`config.mk`:
```
export PLATFORM = sky130hd
export DESIGN_NAME = vr3d_div_cell
export DESIGN_NICKNAME = d
export VERILOG_FILES = /design/src/hw/rtl/vr3d_pkg.sv /design/src/hw/rtl/vr3d_div_cell.sv
export SDC_FILE = /design/constraint.sdc
export NUM_CORES = 1
export LEC_CHECK = 0
export ABC_AREA = 1
export ABC_CLOCK_PERIOD_IN_PS = 2450
export BUFFER_PORTS_ARGS = -buffer_cell sky130_fd_sc_hd__buf_2
export CORE_MARGIN = 2
export CORE_UTILIZATION = 47
export CTS_CLUSTER_SIZE = 8
export DETAILED_ROUTE_END_ITERATION = 16
export PLACE_DENSITY = 0.8
export SLEW_MARGIN = 20
export SYNTH_ARGS = -nofsm -noshare
export SYNTH_HDL_FRONTEND = slang
export SYNTH_SLANG_ARGS = --single-unit
```
`constraint.sdc`:
```
create_clock -name clk -period 2.45 [get_ports clk]
set_input_delay 0.49 -clock clk [delete_from_list [all_inputs] [get_ports clk]]
set_output_delay 0.49 -clock clk [all_outputs]
set_load 0.005 [all_outputs]
```
`src/hw/rtl/vr3d_pkg.sv`:
```
// shared widths, constants and stage types of the 3d refraction core
`timescale 1ns / 1ps

package vr3d_pkg;

  // component and index formats
  localparam int COMP_BITS = 16;
  localparam int COMP_FRAC = 14;
  localparam int INDEX_W   = 16;

  // internal fixed point has WF fraction bits
  localparam int WF     = 30;
  localparam int OUT_SH = WF - COMP_FRAC;

  // ratio divider: one quotient bit per cell
  localparam int DIV_STEPS = INDEX_W + WF;
  localparam int R_W       = DIV_STEPS;
  localparam int R_SPLIT   = R_W / 2;

  // square root: one result bit per cell over a 62 bit radicand
  localparam int SQ_STEPS = 31;
  localparam int SQ_X_W   = 2 * SQ_STEPS;
  localparam int SQ_REM_W = SQ_STEPS + 2;
  localparam int NORM_MAX = WF / 2;

  // pipeline shape
  localparam int FRONT_STAGES = 10;
  localparam int BACK_STAGES  = 3;
  localparam int LATENCY      = DIV_STEPS + FRONT_STAGES + SQ_STEPS + BACK_STAGES + 1;

  // saturation bound and unit of the internal format
  localparam logic signed [63:0] SATW = 64'sh3FFF_FFFF_FFFF_FFFF;
  localparam logic signed [63:0] ONEW = 64'sh0000_0000_4000_0000;

  localparam int COMP_MAX = (1 << (COMP_BITS - 1)) - 1;
  localparam int COMP_MIN = -(1 << (COMP_BITS - 1));

  // one divider cell's view of a ray
  typedef struct packed {
    logic [INDEX_W-1:0] rem;
    logic [INDEX_W-1:0] num;
    logic [R_W-1:0]     quo;
    logic [INDEX_W-1:0] dsr;
  } div_t;

  // one square root cell's view of a ray
  typedef struct packed {
    logic [SQ_REM_W-1:0] rem;
    logic [SQ_STEPS-1:0] root;
    logic [SQ_X_W-1:0]   x;
  } sqrt_t;

  // ray data carried beside the divider
  typedef struct packed {
    logic                      bad;
    logic [2:0][COMP_BITS-1:0] d;
    logic [2:0][COMP_BITS-1:0] n;
  } side_t;

  // ray data carried through the arithmetic stages
  typedef struct packed {
    logic                      bad;
    logic                      tir;
    logic [2:0][COMP_BITS-1:0] d;
    logic [2:0][COMP_BITS-1:0] n;
    logic [R_W-1:0]            r;
    logic [45:0]               rhh;
    logic [45:0]               rhl;
    logic [45:0]               rll;
    logic [2:0][31:0]          p;
    logic [32:0]               ps;
    logic [61:0]               rr;
    logic [63:0]               sq;
    logic [58:0]               rch;
    logic [58:0]               rcl;
    logic [39:0]               cm1;
    logic [52:0]               rc;
    logic [2:0][39:0]          rdh;
    logic [2:0][39:0]          rdl;
    logic [2:0][48:0]          pn;
    logic [52:0]               t11;
    logic [49:0]               t10;
    logic [52:0]               t01;
    logic [49:0]               t00;
    logic [2:0][49:0]          rd;
    logic [2:0][39:0]          tres;
    logic [73:0]               tsh;
    logic [63:0]               t;
    logic [63:0]               rad;
    logic [3:0]                kh;
    logic [SQ_X_W-1:0]         x;
    logic [53:0]               beta;
    logic [2:0][42:0]          bnh;
    logic [2:0][43:0]          bnl;
    logic [2:0][55:0]          res;
  } ray_t;

endpackage

```
`src/hw/rtl/vr3d_div_cell.sv`:
```
// one restoring division step of the index ratio
`timescale 1ns / 1ps

module vr3d_div_cell (
  input  logic           clk,
  input  logic           en,
  input  vr3d_pkg::div_t din,
  output vr3d_pkg::div_t dout
);

  vr3d_pkg::div_t             dout_r;
  vr3d_pkg::div_t             dout_nxt;
  logic [vr3d_pkg::INDEX_W:0] rem2;
  logic                       ge;

  // shift in one numerator bit, subtract the divisor when it fits
  always_comb begin
    rem2 = {din.rem, din.num[vr3d_pkg::INDEX_W-1]};
    ge   = rem2 >= {1'b0, din.dsr};
    dout_nxt.dsr = din.dsr;
    dout_nxt.num = {din.num[vr3d_pkg::INDEX_W-2:0], 1'b0};
    dout_nxt.quo = {din.quo[vr3d_pkg::R_W-2:0], ge};
    if (ge) begin
      dout_nxt.rem = vr3d_pkg::INDEX_W'(rem2 - {1'b0, din.dsr});
    end else begin
      dout_nxt.rem = vr3d_pkg::INDEX_W'(rem2);
    end
  end

  always_ff @(posedge clk) begin
    if (en) begin
      dout_r <= dout_nxt;
    end
  end

  assign dout = dout_r;

endmodule

```
Yosys cells after proc, flatten, opt, wreduce, memory -nomap -nowiden:

Index checks and enable logic that the tools add are counted.

* bits in registers: 93
* input bits: 96
* output and inout bits: 94
* logic and storage cells: 7

* $add $sub $neg: 1
* order comparisons: 1
* muxes and demuxes: 1

Operators with widths (count)
* $ge A17 B16 Y1: 1
* $mux W16: 1
* $sub A16 B16 Y16: 1

Longest topological paths before layout:

* depth after elaboration: 2
* gate-level depth with buffers: 14

Least setup slack after synthesis:

Ideal clock, no wire load.

* path kind: input port to flip-flop
* start point: in din[3] (netlist bit)
* end point: reg dout_r (netlist bit dout[90]) (data pin)
* setup time: 0.253 ns
* arrival time: 1.723 ns
* slack: 0.474 ns
* stages: 14
* buffers on the path: 2
* cells stage by stage: inv_1 -> ha_1 -> nand2_1 -> inv_1 -> nand2_1 -> nand2_1 -> nand2_1 -> nand3_2 -> nand2_1 -> nand2_2 -> buf_6 -> buf_12 -> nand3_1 -> nand2_1

RTL lines
* start, declared: RTL line vr3d_div_cell.sv:7 `input vr3d_pkg::div_t din,`
* end signal, assigned: RTL line vr3d_div_cell.sv:32 `dout_r <= dout_nxt;`
* end, declared: RTL line vr3d_div_cell.sv:11 `vr3d_pkg::div_t dout_r;`

==> run_results.csv <==
group,metric,value,unit
cts,clkSinkCount,93,
cells_and_area,fillers,714,
floorplan,num_io_pins,190,
synthesis,netlist_instances,364,
grt,grt-ovfl-total,0,
grt,grt_pass1_wl,15900,um
worst_hold_path,min_from,"din[47]",
critical_path,cp_data_required_time,2.57,ns
floorplan,core-area,8590,um2
synthesis,yosys_warnings,0,
synthesis,avgSynthCellArea,11.3,um2
synthesis,syn-cell-area,4120,um2
floorplan,die_w,97.7,um
floorplan,die_h,97.7,um
place,place_inst,658,
cts,cts.hold.buffers_added,0,
worst_hold_path,hold_path_depth,1,
pwr,leakage,0.00268,uW
synthesis,ys.flop_type,"edfxtp_1",
synthesis,async_flop_share,0,
critical_path,critical_path_class,"primary input to register",
timing,period_minus_slack,1.93,ns
synthesis,synth_top_cell_by_area,"edfxtp_1",
timing,finalSetupTns,0,ns
place,place.gp.congestion,0.855,
cells_and_area,regArea,2790,um2
timing,max_freq,518,MHz
floorplan,start_util,0.480,
synthesis,ys_types,24,
critical_path,path_max_fanout,3,
cells_and_area,largest_reg_flops,93,
cts,tritoncts,"built",
grt,grt_pass1_vias,3133,
grt,antenna_found_initial,0,
run_status,status,"complete, no violations",
routing,dr.pass1.iters,4,
routing,drtAntennaViolNets,0,
synthesis,ys_seq_area_frac,0.677,
job,max_cap_violations,0,
place,portBuffers,187,
synthesis,yosys-top-cells-area,"edfxtp_1, nand2_1, inv_1",
timing,rsz0062_at_grt,"no",
pwr,p_switching,911,uW
timing,finalSetupViolCount,0,
pwr,peakVddDrop,342,uV
cells_and_area,area_growth,31.3,%
cts,htreeDepth,3,
cells_and_area,antenna_cells,0,
critical_path,critPathLaunchType,"primary input",
synthesis,syn-num-nets,477,
place,hpwl,8190,um
cts,clk_path_buf_depth,2,
pwr,seqPwrFrac,0.532,
pwr,powerDensity,678,nW/um2
grt,grt_util_all_layers,0.217,
cells_and_area,final_layout_size_suffix_gt1_frac,0.377,
cells_and_area,final_cell_count_no_fill,673,
timing,timing.final.crit_share,0.787,
timing,slew_viol_final,0,
worst_hold_path,worstHoldEndpoint,"dout[48]$_DFFE_PP_",
cts,numCtsBuffers,9,
synthesis,yosysTopAreaCellShare,0.677,
routing,wl,10300,um
cells_and_area,final_net_count,674,
critical_path,worstPathArrival,2.05,ns
pwr,clkPwrFrac,0.304,
cts,cts_setup_buffers,0,
pwr,swShare,0.248,
floorplan,rows,34,
synthesis,ys_seq_elements,93,
routing,num_vias,3154,
routing,via_per_inst,4.69,
routing,avgRoutedWirePerCell,15.3,um
synthesis,synthTopCellsByCount,"nand2_1, edfxtp_1, inv_1",
pwr,share_comb_of_total_power,0.164,
routing,drt_iter0_drc,158,
floorplan,dieArea,9540,um2
cts,cts_root_buf,"clkbuf_8",
grt,grt_max_degree,59,
routing,drc,0,
pwr,internal-power,2760,uW
timing,finalHoldViolations,0,
worst_hold_path,min_path_type,"primary input to register",
synthesis,synth-edff-count,93,
synthesis,yosysMostFrequentCell,"nand2_1",
critical_path,endpoint_kind,"register",
cts,cts_resized,0,
cts,clkSlewWorstSetupHoldPaths,0.09,ns
cells_and_area,multi_input_area,1050,um2
-- per-layer routing --
layer | up-vias | part of all wire | global-route usage
li1 | 1582 | - | -
met1 | 1423 | 0.39 | 0.259
met2 | 140 | 0.52 | 0.388
met3 | 9 | 0.076 | 0.0554
met4 | 0 | 0.010 | 0.0609
met5 | - | 0 | 0
-- worst max-delay path by stage --
stage            from                 end  slack [ns]  cells past startpoint
2_1_floorplan  din[3]  dout[90]$_DFFE_PP_        0.47                     14
3_3_place_gp   din[0]  dout[90]$_DFFE_PP_        0.22                      9
3_5_place_dp   din[0]  dout[90]$_DFFE_PP_        0.19                      9
4_1_cts        din[0]  dout[90]$_DFFE_PP_        0.57                      9
5_1_grt        din[7]  dout[86]$_DFFE_PP_        0.40                     13
6_report       din[0]  dout[90]$_DFFE_PP_        0.52                      9
-- cell families (layout without fill, tap and decap cells) --
group,count (synthesis),in the layout,synth area share
AND/OR/NAND/NOR,171,171,0.174
adder cells (fa/ha/maj),17,17,0.0534
AO/OA/AOI/OAI,12,12,0.0152
XOR/XNOR,6,6,0.0127
flip-flops,93,93,0.677
buffers and inverters,64,265,0.0668
other,1,1,0.000910
-- placed cells by master, fill, tap and decap left out --
cell type	synthesis	final
or2_2	1	1
buf_2	0	186
buf_4	1	2
nand2_1	120	120
nand2_2	2	2
clkinvlp_4	0	2
buf_12	1	2
a21oi_1	9	9
ha_1	16	16
nand4_1	4	4
fa_1	1	1
o21bai_1	1	1
conb_1	1	1
bufinv_16	0	2
nor3_1	2	2
nand3_2	2	2
clkbuf_8	0	9
inv_6	0	1
nand3_1	17	17
o21ai_0	2	2
nor2_2	3	3
nand3b_1	2	2
and2_1	2	2
xnor2_1	1	1
inv_1	60	60
nor2_1	16	16
inv_8	0	1
edfxtp_1	93	93
xor2_1	5	5
-- layout make-up --
class | instances | area share
flip-flops and latches | 93 | 0.516
repair buffers | 190 | 0.182
clock inverters | 6 | 0.0176
inverters | 60 | 0.0416
clock buffers | 9 | 0.0229
multi-input cells | 207 | 0.195
well taps | 108 | 0.0250
-- power by group through the flow --
stage                     clock, uW  combinational, uW  sequential [uW]
after floorplan                   0                262             2010
after global placement            0                590             1980
after detailed placement          0                609             1990
after CTS                      1140                611             1950
after global routing           1210                678             1970
final                          1120                603             1950
-- critical path, cell delays in order --
cell and delay (ns):
buf_2 0.11, ha_1 0.22, fa_1 0.45, o21bai_1 0.37
nand2_1 0.13, nand3_1 0.10, nand2_1 0.05, nand3_1 0.08
nand2_1 0.05
-- per-stage QoR --
| step | util | instance area [um2] | power, uW | hold WS [ns] | setup slack, ns |
|---|---|---|---|---|---|
| floorplan | - | 4120 | 2280 | 0.589 | 0.474 |
| global placement | 0.604 | 5190 | 2570 | 0.668 | 0.217 |
| detailed placement | 0.604 | 5190 | 2600 | 0.668 | 0.192 |
| CTS | 0.630 | 5410 | 3710 | 0.287 | 0.566 |
| global route | 0.630 | 5410 | 3850 | 0.279 | 0.401 |
| finish | 0.630 | 5410 | 3670 | 0.305 | 0.521 |
Power figures use the tool's default switching activity.
